[config.mk]
export PLATFORM = sky130hd
export DESIGN_NAME = modular_exponentiation_unit_flat
export DESIGN_NICKNAME = d
export VERILOG_FILES = /design/src/sv/modexp_pkg.sv /design/src/sv/modexp_if.sv /design/src/sv/modexp_mulmod.sv /design/src/sv/modexp_reduce.sv /design/src/sv/modular_exponentiation_unit.sv /design/src/flat_wrapper.sv
export SDC_FILE = /design/constraint.sdc
export NUM_CORES = 1
export LEC_CHECK = 0
export BUFFER_PORTS_ARGS = -buffer_cell sky130_fd_sc_hd__buf_2
export CORE_ASPECT_RATIO = 1.5
export CORE_UTILIZATION = 51
export CTS_BUF_LIST = sky130_fd_sc_hd__clkbuf_8
export CTS_CLUSTER_DIAMETER = 100
export DETAILED_ROUTE_END_ITERATION = 8
export PLACE_DENSITY = 0.69
export SYNTH_ARGS = -nofsm -noshare
export SYNTH_HDL_FRONTEND = slang
export SYNTH_HIERARCHICAL = 1
export SYNTH_SLANG_ARGS = --single-unit
[constraint.sdc]
create_clock -name clock -period 10.1 [get_ports clock]
set_input_delay 1.01 -clock clock [delete_from_list [all_inputs] [get_ports clock]]
set_output_delay 1.01 -clock clock [all_outputs]
set_load 0.05 [all_outputs]
[src/sv/modexp_pkg.sv]
// Package for the modular exponentiation unit: operand width and state type.
// Depends on nothing; every other file imports it.
`default_nettype none
package modexp_pkg;
   localparam int unsigned OPERAND_WIDTH = 32;
   localparam int unsigned FIELD_WIDTH = 32;
   localparam int unsigned CNT_WIDTH = $clog2(OPERAND_WIDTH);

   typedef logic [OPERAND_WIDTH-1:0] operand_type;

   typedef enum logic [2:0] {
      ST_IDLE,
      ST_REDUCE,
      ST_SQUARE,
      ST_MULT,
      ST_DONE
   } state_type;
endpackage
`default_nettype wire

[src/sv/modexp_if.sv]
// Valid/ready channel interfaces for the modular exponentiation unit.
// Depends on modexp_pkg.
`default_nettype none
interface modexp_req_if import modexp_pkg::*; ();
   logic valid;
   logic ready;
   logic [FIELD_WIDTH-1:0] base;
   logic [FIELD_WIDTH-1:0] exponent;
   logic [FIELD_WIDTH-1:0] modulus;
   modport source (output valid, base, exponent, modulus, input ready);
   modport sink (input valid, base, exponent, modulus, output ready);
endinterface

interface modexp_rsp_if import modexp_pkg::*; ();
   logic valid;
   logic ready;
   logic [FIELD_WIDTH-1:0] power_mod;
   modport source (output valid, power_mod, input ready);
   modport sink (input valid, power_mod, output ready);
endinterface
`default_nettype wire

[src/sv/modexp_mulmod.sv]
// Bit-serial modular multiplier: one doubling and one conditional add per cycle.
// Depends on modexp_pkg. Operands must lie below the modulus.
`default_nettype none
module modexp_mulmod import modexp_pkg::*; (
   input  wire logic        clock,
   input  wire logic        reset,
   input  wire logic        start,
   input  wire operand_type a,
   input  wire operand_type b,
   input  wire operand_type m,
   output      logic        busy,
   output      logic        done,
   output      operand_type product
);
   logic                 busy_ff, busy_in;
   logic                 done_ff, done_in;
   logic [CNT_WIDTH-1:0] cnt_ff, cnt_in;
   operand_type          acc_ff, acc_in;
   operand_type          b_ff, b_in;
   logic [OPERAND_WIDTH:0] dbl, dbl_red, sum;
   operand_type          acc_dbl;

   always_comb begin
      // Doubling then adding stay one bit wider than the modulus before correction.
      dbl = {acc_ff, 1'b0};
      dbl_red = (dbl >= {1'b0, m}) ? dbl - {1'b0, m} : dbl;
      acc_dbl = dbl_red[OPERAND_WIDTH-1:0];
      sum = {1'b0, acc_dbl} + {1'b0, a};
      if (sum >= {1'b0, m}) sum = sum - {1'b0, m};
      busy_in = busy_ff;
      done_in = 1'b0;
      cnt_in = cnt_ff;
      acc_in = acc_ff;
      b_in = b_ff;
      if (start) begin
         busy_in = 1'b1;
         cnt_in = CNT_WIDTH'(OPERAND_WIDTH - 1);
         acc_in = '0;
         b_in = b;
      end else if (busy_ff) begin
         acc_in = b_ff[OPERAND_WIDTH-1] ? sum[OPERAND_WIDTH-1:0] : acc_dbl;
         b_in = {b_ff[OPERAND_WIDTH-2:0], 1'b0};
         cnt_in = cnt_ff - 1'b1;
         if (cnt_ff == '0) begin
            busy_in = 1'b0;
            done_in = 1'b1;
         end
      end
   end

   always_ff @(posedge clock) begin
      if (reset) begin
         busy_ff <= 1'b0;
         done_ff <= 1'b0;
      end else begin
         busy_ff <= busy_in;
         done_ff <= done_in;
      end
      cnt_ff <= cnt_in;
      acc_ff <= acc_in;
      b_ff <= b_in;
   end

   assign busy = busy_ff;
   assign done = done_ff;
   assign product = acc_ff;

   a_done_after_busy: assert property (@(posedge clock) disable iff (reset)
      done_ff |-> $past(busy_ff))
      else $error("multiplier finished without running");
   a_no_overlap: assert property (@(posedge clock) disable iff (reset)
      done_ff |-> !busy_ff)
      else $error("multiplier done while busy");
   a_acc_below_mod: assert property (@(posedge clock) disable iff (reset)
      busy_ff && !start |-> acc_ff < m)
      else $error("accumulator not reduced");
endmodule
`default_nettype wire

[src/sv/modexp_reduce.sv]
// Bit-serial restoring remainder of the base by the modulus, one quotient bit per cycle.
// Depends on modexp_pkg.
`default_nettype none
module modexp_reduce import modexp_pkg::*; (
   input  wire logic        clock,
   input  wire logic        reset,
   input  wire logic        start,
   input  wire operand_type x,
   input  wire operand_type m,
   output      logic        done,
   output      operand_type rem
);
   logic                 busy_ff, busy_in;
   logic                 done_ff, done_in;
   logic [CNT_WIDTH-1:0] cnt_ff, cnt_in;
   operand_type          rem_ff, rem_in;
   operand_type          x_ff, x_in;
   logic [OPERAND_WIDTH:0] trial;

   always_comb begin
      trial = {rem_ff, x_ff[OPERAND_WIDTH-1]};
      busy_in = busy_ff;
      done_in = 1'b0;
      cnt_in = cnt_ff;
      rem_in = rem_ff;
      x_in = x_ff;
      if (start) begin
         busy_in = 1'b1;
         cnt_in = CNT_WIDTH'(OPERAND_WIDTH - 1);
         rem_in = '0;
         x_in = x;
      end else if (busy_ff) begin
         rem_in = (trial >= {1'b0, m}) ? OPERAND_WIDTH'(trial - {1'b0, m})
                                        : trial[OPERAND_WIDTH-1:0];
         x_in = {x_ff[OPERAND_WIDTH-2:0], 1'b0};
         cnt_in = cnt_ff - 1'b1;
         if (cnt_ff == '0) begin
            busy_in = 1'b0;
            done_in = 1'b1;
         end
      end
   end

   always_ff @(posedge clock) begin
      if (reset) begin
         busy_ff <= 1'b0;
         done_ff <= 1'b0;
      end else begin
         busy_ff <= busy_in;
         done_ff <= done_in;
      end
      cnt_ff <= cnt_in;
      rem_ff <= rem_in;
      x_ff <= x_in;
   end

   assign done = done_ff;
   assign rem = rem_ff;
endmodule
`default_nettype wire

[src/sv/modular_exponentiation_unit.sv]
// Modular exponentiation unit: one item at a time. After a transfer the base is reduced,
// then for each of the 32 exponent bits from the top a square and, for a set bit, a
// multiply follow, each in the shared bit-serial multiplier. A zero exponent or a modulus
// of one or zero goes straight to the done state. The result waits in an output register.
// Depends on modexp_pkg, modexp_if, modexp_reduce and modexp_mulmod.
`default_nettype none
module modular_exponentiation_unit import modexp_pkg::*; (
   input wire logic clock,
   input wire logic reset,
   modexp_req_if.sink   req,
   modexp_rsp_if.source rsp
);
   state_type            state_ff, state_in;
   operand_type          exp_ff, exp_in;
   operand_type          mod_ff, mod_in;
   operand_type          base_ff, base_in;
   operand_type          base_raw_ff, base_raw_in;
   operand_type          r_ff, r_in;
   logic [CNT_WIDTH-1:0] bit_ff, bit_in;
   logic                 rsp_valid_ff, rsp_valid_in;
   logic [FIELD_WIDTH-1:0] rsp_data_ff, rsp_data_in;
   logic                 red_start;
   logic                 red_done;
   operand_type          red_rem;
   logic                 mul_start;
   logic                 mul_busy;
   logic                 mul_done;
   operand_type          mul_b;
   operand_type          mul_p;
   logic                 take;

   assign take = req.valid && req.ready;

   // The reducer captures its operand at the start edge, so it takes the base as it arrives.
   modexp_reduce u_reduce (
      .clock(clock), .reset(reset), .start(red_start),
      .x(base_raw_in), .m(mod_ff), .done(red_done), .rem(red_rem)
   );

   modexp_mulmod u_mulmod (
      .clock(clock), .reset(reset), .start(mul_start),
      .a(state_ff == ST_MULT ? base_ff : r_ff), .b(mul_b), .m(mod_ff),
      .busy(mul_busy), .done(mul_done), .product(mul_p)
   );

   // Next state.
   always_comb begin
      state_in = state_ff;
      unique case (state_ff)
         ST_IDLE:
            if (take) begin
               if (OPERAND_WIDTH'(req.exponent) == '0 || OPERAND_WIDTH'(req.modulus) <= 1)
                  state_in = ST_DONE;
               else
                  state_in = ST_REDUCE;
            end
         ST_REDUCE: if (red_done) state_in = ST_SQUARE;
         ST_SQUARE:
            if (mul_done) begin
               if (exp_ff[bit_ff]) state_in = ST_MULT;
               else if (bit_ff == '0) state_in = ST_DONE;
            end
         ST_MULT:
            if (mul_done) state_in = (bit_ff == '0) ? ST_DONE : ST_SQUARE;
         ST_DONE: if (!rsp_valid_ff || rsp.ready) state_in = ST_IDLE;
         default: state_in = ST_IDLE;
      endcase
   end

   // Outputs and datapath.
   always_comb begin
      exp_in = exp_ff;
      mod_in = mod_ff;
      base_in = base_ff;
      base_raw_in = base_raw_ff;
      r_in = r_ff;
      bit_in = bit_ff;
      red_start = 1'b0;
      mul_start = 1'b0;
      mul_b = r_ff;
      rsp_valid_in = rsp_valid_ff && !rsp.ready;
      rsp_data_in = rsp_data_ff;
      req.ready = 1'b0;
      unique case (state_ff)
         ST_IDLE: begin
            req.ready = 1'b1;
            if (take) begin
               exp_in = OPERAND_WIDTH'(req.exponent);
               mod_in = OPERAND_WIDTH'(req.modulus);
               base_raw_in = OPERAND_WIDTH'(req.base);
               bit_in = CNT_WIDTH'(OPERAND_WIDTH - 1);
               r_in = (OPERAND_WIDTH'(req.exponent) == '0) ? OPERAND_WIDTH'(1) : '0;
               red_start = 1'b1;
            end
         end
         ST_REDUCE:
            if (red_done) begin
               base_in = red_rem;
               r_in = OPERAND_WIDTH'(1);
               mul_start = 1'b1;
            end
         ST_SQUARE:
            if (mul_done) begin
               r_in = mul_p;
               if (exp_ff[bit_ff]) mul_start = 1'b1;
               else if (bit_ff != '0) begin
                  bit_in = bit_ff - 1'b1;
                  mul_start = 1'b1;
               end
            end
         ST_MULT: begin
            mul_b = r_ff;
            if (mul_done) begin
               r_in = mul_p;
               if (bit_ff != '0) begin
                  bit_in = bit_ff - 1'b1;
                  mul_start = 1'b1;
               end
            end
         end
         ST_DONE:
            if (!rsp_valid_ff || rsp.ready) begin
               rsp_valid_in = 1'b1;
               rsp_data_in = FIELD_WIDTH'(r_ff);
            end
         default: ;
      endcase
      // A square multiplies the running value by itself; a multiply by the base.
      if (mul_start) mul_b = r_in;
   end

   always_ff @(posedge clock) begin
      if (reset) begin
         state_ff <= ST_IDLE;
         rsp_valid_ff <= 1'b0;
      end else begin
         state_ff <= state_in;
         rsp_valid_ff <= rsp_valid_in;
      end
      exp_ff <= exp_in;
      mod_ff <= mod_in;
      base_ff <= base_in;
      base_raw_ff <= base_raw_in;
      r_ff <= r_in;
      bit_ff <= bit_in;
      rsp_data_ff <= rsp_data_in;
   end

   assign rsp.valid = rsp_valid_ff;
   assign rsp.power_mod = rsp_data_ff;

   a_idle_mul: assert property (@(posedge clock) disable iff (reset)
      state_ff == ST_IDLE |-> !mul_busy)
      else $error("multiplier running while idle");
   a_rsp_hold: assert property (@(posedge clock) disable iff (reset)
      rsp_valid_ff && !rsp.ready |=> rsp_valid_ff && $stable(rsp_data_ff))
      else $error("result dropped before transfer");
   a_start_excl: assert property (@(posedge clock) disable iff (reset)
      !(red_start && mul_start))
      else $error("both units started together");
endmodule
`default_nettype wire

[src/flat_wrapper.sv]
// flat-port wrapper written by rule: the top's interface ports become plain ports
module modular_exponentiation_unit_flat import modexp_pkg::*;
  (clock, reset, req_valid, req_base, req_exponent, req_modulus, req_ready, rsp_valid, rsp_power_mod, rsp_ready);
  modexp_req_if req_i ();
  modexp_rsp_if rsp_i ();
  input wire logic clock;
  input wire logic reset;
  input wire logic [$bits(req_i.valid)-1:0] req_valid;
  input wire logic [$bits(req_i.base)-1:0] req_base;
  input wire logic [$bits(req_i.exponent)-1:0] req_exponent;
  input wire logic [$bits(req_i.modulus)-1:0] req_modulus;
  output wire logic [$bits(req_i.ready)-1:0] req_ready;
  output wire logic [$bits(rsp_i.valid)-1:0] rsp_valid;
  output wire logic [$bits(rsp_i.power_mod)-1:0] rsp_power_mod;
  input wire logic [$bits(rsp_i.ready)-1:0] rsp_ready;
  assign req_i.valid = req_valid;
  assign req_i.base = req_base;
  assign req_i.exponent = req_exponent;
  assign req_i.modulus = req_modulus;
  assign req_ready = req_i.ready;
  assign rsp_valid = rsp_i.valid;
  assign rsp_power_mod = rsp_i.power_mod;
  assign rsp_i.ready = rsp_ready;
  modular_exponentiation_unit u_core (.clock(clock), .reset(reset), .req(req_i), .rsp(rsp_i));
endmodule
---- Word level (Yosys, flattened, before mapping) ----
Index checks and enable logic that the tools add are counted.
operators by class
  add/sub/neg operators ................... 7
  order comparisons ....................... 5
  equality and inequality tests ........... 11
  multiplexer cells ....................... 53
  bitwise gates (word level) .............. 2
  reduce and logical (&&, ||, !) cells .... 23
operators with widths
  kind                                                    count
  two-way mux 32 bit                                      14
  >= comparator 33 x 32 -> 1 bit                          3
  case mux 32 bit (3 select lines)                        1
  subtractor 32 bit                                       3
  adder 32 x 32 -> 33 bit                                 1
  <= comparator 32 x 1 -> 1 bit (second input constant)   1
  logical NOT 32 bit                                      1
  two-way mux 3 bit                                       9
  two-way mux 5 bit                                       5
  two-way mux 1 bit                                       20
  logical NOT 5 bit                                       3
  case mux 3 bit (5 select lines)                         1
  case mux 5 bit (3 select lines)                         1
  subtractor 5 x 1 -> 5 bit (second input constant)       3
  inequality test 2 bit (second input constant)           4
  equality test 3 x 2 -> 1 bit (second input constant)    2
  < comparator 5 x 6 -> 1 bit (second input constant)     1
  AND reduction 2 bit                                     3
  AND reduction 6 bit                                     1
  OR reduction 3 bit                                      2
  binary-select mux 1 bit (select 5 bit)                  1
  AND reduction 5 bit                                     1
  nonzero test 5 bit                                      1
  inequality test 2 x 1 -> 1 bit (second input constant)  2
  other kinds (12)                                        17
word-level totals
  register bits ........................... 343
  input port bits ......................... 100
  output and inout bits ................... 34
  word-level logic and storage cells ...... 120

---- Longest topological paths before layout ----
  word-level depth ........................ 6
  depth in mapped cells ................... 36
  mapped depth without buffers ............ 30

---- Hierarchy ----
Netlist, hierarchy kept.
modules (own cells, without submodules)
  module                       times used  cells each  area each (um^2)  seq. area each (um^2)
  modexp_mulmod                1           1135        9046.2            1741.7
  modular_exponentiation_unit  1           476         7775.0            5355.1
  modexp_reduce                1           536         4873.4            1741.7

---- Worst setup path after synthesis ----
Ideal clock, no wire load.
  path type ............................... reg-to-reg
  from .................................... reg u_core.mod_ff[12]
  to ...................................... reg u_core.u_mulmod.acc_ff[25] (netlist: u_core/u_mulmod/product[25])
  setup time .............................. 122 ps
  arrival time ............................ 6946 ps
  required time ........................... 9978 ps
  path slack .............................. 3032 ps
  cell stages (with the launch flop) ...... 33
  path buffers ............................ 4
  clock period less this slack ............ 7068 ps
  cells stage by stage .................... edfxtp_1 inv_1 ha_1 clkbuf_1 nand4_1 or3_1 o22ai_2 o2111ai_1 a21boi_0 nor2_1 buf_2 buf_2 nor2_1 ha_1 inv_1 fa_1 nand2b_1 a21oi_1 o21ai_0 a2111oi_0 o211ai_1 nand2_1 xor2_1 ha_1 a21oi_1 o21ai_0 a31oi_1 o21ai_0 a221o_1 or3_1 buf_4 mux2_2 a221o_1
on the way
  longest elaborated chain between the ends .. 6
  elaborated cells on any way between the ends .. 8
  those cells by class .................... 3 x add/sub; 2 x order compare; 3 x mux
ends and longest elaborated chain
  item                                                                 RTL line                            RTL
  start: declaration                                                   modular_exponentiation_unit.sv:15   operand_type mod_ff, mod_in;
  start signal: assignment                                             modular_exponentiation_unit.sv:141  mod_ff <= mod_in;
  subtractor 32 bit or >= comparator 33 x 32 -> 1 bit (tied branches)  modexp_mulmod.sv:26                 dbl_red = (dbl >= {1'b0, m}) ? dbl - {1'b0, m} : dbl;
  two-way mux 32 bit                                                   modexp_mulmod.sv:26
  adder 32 x 32 -> 33 bit                                              modexp_mulmod.sv:28                 sum = {1'b0, acc_dbl} + {1'b0, a};
  subtractor 32 bit or >= comparator 33 x 32 -> 1 bit (tied branches)  modexp_mulmod.sv:29                 if (sum >= {1'b0, m}) sum = sum - {1'b0, m};
  two-way mux 32 bit                                                   modexp_mulmod.sv:29
  two-way mux 32 bit *                                                 modexp_mulmod.sv:41                 acc_in = b_ff[OPERAND_WIDTH-1] ? sum[OPERAND_WIDTH-1:0] : acc_dbl;
  end signal: assignment                                               modexp_mulmod.sv:60                 acc_ff <= acc_in;
  end: declaration                                                     modexp_mulmod.sv:18                 operand_type acc_ff, acc_in;
Mark *: on every way between the ends. The rest lies on a longest branch, timed or not.
A chain may end at the register's enable or synchronous reset.

---- Final worst setup path ----
  from .................................... reg u_core.mod_ff[13]
  to ...................................... reg u_core.u_mulmod.acc_ff[23] (netlist: u_core/u_mulmod/product[23])
Same word-level chain as after synthesis.

==> results.toml <==
[status]
outcome = "finished clean"

[sta]
rsz0062_at_grt = "false"
fin_tns_setup_ns = 0
slew_headroom = 0.204
worst_slew_pin_slew_ns = 1.18
finalHoldViolations = 0
setup_viol = 0
min_period_ns = 9.15
finClkSkew_ns = 0.0241
timing.fmax_mhz = 109
period_share = 0.906
maxSlewViolCount = 0

[synth]
async_flop_share = 0
synth_top_area_cell = "edfxtp_1"
ys_types = 95
synth_top_area_share = 0.273
syn_inst = 2147
synth_warnings = 6
synth_edf_count = 197
synth_area_mm2 = 0.0217
syn_nets = 2383
synth_area_leaders = "edfxtp_1, dfxtp_1, ha_1, mux2_2, a21oi_1"
post-synth-top-count-cell = "edfxtp_1"
synth_common_cells = "edfxtp_1, nand2_1, dfxtp_1"
yosysSeqAreaShare = 0.407
avgSynthCellArea_um2 = 10.1
ys_ff_latch = 343
synth_ff_type = "edfxtp_1"

[critical_path]
r2r_start = "u_core/mod_ff[13]"
r2r_slack_ns = 0.95
path_class = "register to register"
path_depth = 29
cp_slowest_cell = "a21boi_0"
cpLargestDelayFamily = "compound AO/OA/AOI/OAI gates"
timing.rr.end = "u_core/u_mulmod/product[23]"
cp.arrival_ns = 9.67
critPathCaptureType = "register"
crit_required_ns = 10.62
cp_num_buf_inv = 3
crit_path_max_fanout = 29
critPathLaunchType = "register"
max_stage_delay_ns = 0.95
rr_worst_depth = 29

[finish]
fill_cells = 3698
multi_input_area_mm2 = 0.0120
design_area_mm2 = 0.0240
drive_gt1_frac = 0.197
utilization = 0.571
syn2layout_area_growth_pct = 10.5
register_area_mm2 = 0.00884
layout.nets = 2501

[drt]
vias = 17300
routed_wl_um = 59200
routed_via_density = 6.03
routedWlPerCell_um = 20.6
route.detailed.drc = 0
dr.pass1.iters = 5
drt_iter0_markers = 1435
antenna_left = 0

[global_routing]
grt_first_pass_wirelength_um = 92200
grt.total_usage = 0.273
grt_pass1_vias = 17000
grt_max_degree = 68
overflow = 0
grt_antenna_before_repair = 1

[die]
fp.dieH_um = 255
ios = 134
die_area_mm2 = 0.0434
coreArea_mm2 = 0.0420
rows = 92
fp.dieW_um = 170
initial_utilization = 0.516

[pwr]
power_leakage_uw = 0.0101
peakVddDrop_mv = 0.182
p_per_area_mw_per_mm2 = 218

[worst_hold_path]
hold_path_depth = 1
min_to = "u_core/base_raw_ff[19]"
hp-start = "u_core/base_raw_ff[19]"
hold_path_class = "register to register"

[placement]
port_buffers = 133
place_area_mm2 = 0.0228
place_hpwl_um = 45700
place_congestion = 0.944

[cts]
clock_sinks = 343
ctsResizeCount = 0
numCtsBuffers = 54
clkSlewWorstSetupHoldPaths_ns = 0.07
clk_path_buf_depth = 3
clock_latency_ns = 0.64
cts_tree = "built"
cts_root_buffer = "clkbuf_8"
htree_levels = 2
cts_setup_buffers = 0
postCtsHoldBufs = 0

[job]
drv_cap = 0
[registers in the layout (all words and copies together) (netlist names), 5 cells and up]
signal,flops
u_core/base_ff,32
u_core/base_raw_ff,32
u_core/exp_ff,32
u_core/mod_ff,32
u_core/r_ff,32
u_core/rsp.power_mod,32
u_core/u_mulmod/b_ff,32
u_core/u_mulmod/product,32
u_core/u_reduce/rem,32
u_core/u_reduce/x_ff,32
u_core/bit_ff,5
u_core/u_mulmod/cnt_ff,5
u_core/u_reduce/cnt_ff,5
[stage by stage]
step	cells	hold slack (ns)	setup WS, ns	total power, µW
4_1_cts	2874	0.472	1.22	5240
5_1_grt	2875	0.487	0.591	5520
2_1_floorplan	2147	0.436	3.03	3500
3_5_place_dp	2773	0.460	1.34	3940
3_3_place_gp	2773	0.453	1.44	3900
6_report	2875	0.470	0.950	5220
[layer usage]
metal / up-vias / share of wire / GRT usage
li1: 8301 / - / -
met4: 0 / 0.046 / 0.127
met5: - / 0 / 0
met1: 8273 / 0.42 / 0.333
met2: 593 / 0.49 / 0.478
met3: 155 / 0.049 / 0.0351
[worst max path at each step]
stage	from	to	slack, ns
global route	u_core/mod_ff[9]	u_core/u_mulmod/product[27]	0.59
global placement	u_core/mod_ff[1]	u_core/u_mulmod/product[27]	1.44
finish	u_core/mod_ff[13]	u_core/u_mulmod/product[23]	0.95
CTS	u_core/mod_ff[1]	u_core/u_mulmod/product[27]	1.22
detailed placement	u_core/mod_ff[1]	u_core/u_mulmod/product[27]	1.34
floorplan	u_core/mod_ff[12]	u_core/u_mulmod/product[25]	3.03
[placed cells by master (no fill, tap or decap), types with 26 or more instances in the layout]
master,n
a211oi_1,26
a21o_1,65
a21oi_1,144
a22o_1,35
buf_2,133
clkbuf_8,56
dfxtp_1,146
edfxtp_1,197
ha_1,132
inv_1,135
mux2_2,140
mux2_4,30
nand2_1,175
nand2b_1,37
nand3_1,45
nand4_1,26
nor2_1,116
nor3_1,38
o21ai_0,86
xnor2_1,72
xor2_1,39
[area by class of cell]
cell class                 count  share of cell area
multi-input combinational   1589               0.499
sequential                   343               0.369
timing repair buffer         158              0.0356
clock buffer                  56              0.0321
tap                          564              0.0294
inverter                     119              0.0186
clock inverter                45              0.0164
antenna                        1            0.000104
[power breakdown]
| group | total (µW) | leakage (µW) | switching [µW] | internal [µW] |
|---|---|---|---|---|
| Clock | 1280 | 0.000656 | 577 | 701 |
| Sequential | 1970 | 0.00307 | 147 | 1830 |
| Combinational | 1970 | 0.00641 | 1180 | 791 |
| Total | 5220 | 0.0101 | 1900 | 3320 |
[logic make-up (layout without fill, tap and decap cells)]
group	count (synthesis)	after routing	share of synthesized area
and+or+nand+nor	559	559	0.128
AOI/OAI and AO/OA	587	587	0.190
DFF	343	343	0.407
muxes	196	196	0.109
other	0	1	0
xor gates and xnor gates	111	111	0.0448
buffers and inverters	215	378	0.0416
adders and majority gates	136	136	0.0798
Note: power is estimated with default switching activity, not from simulation.
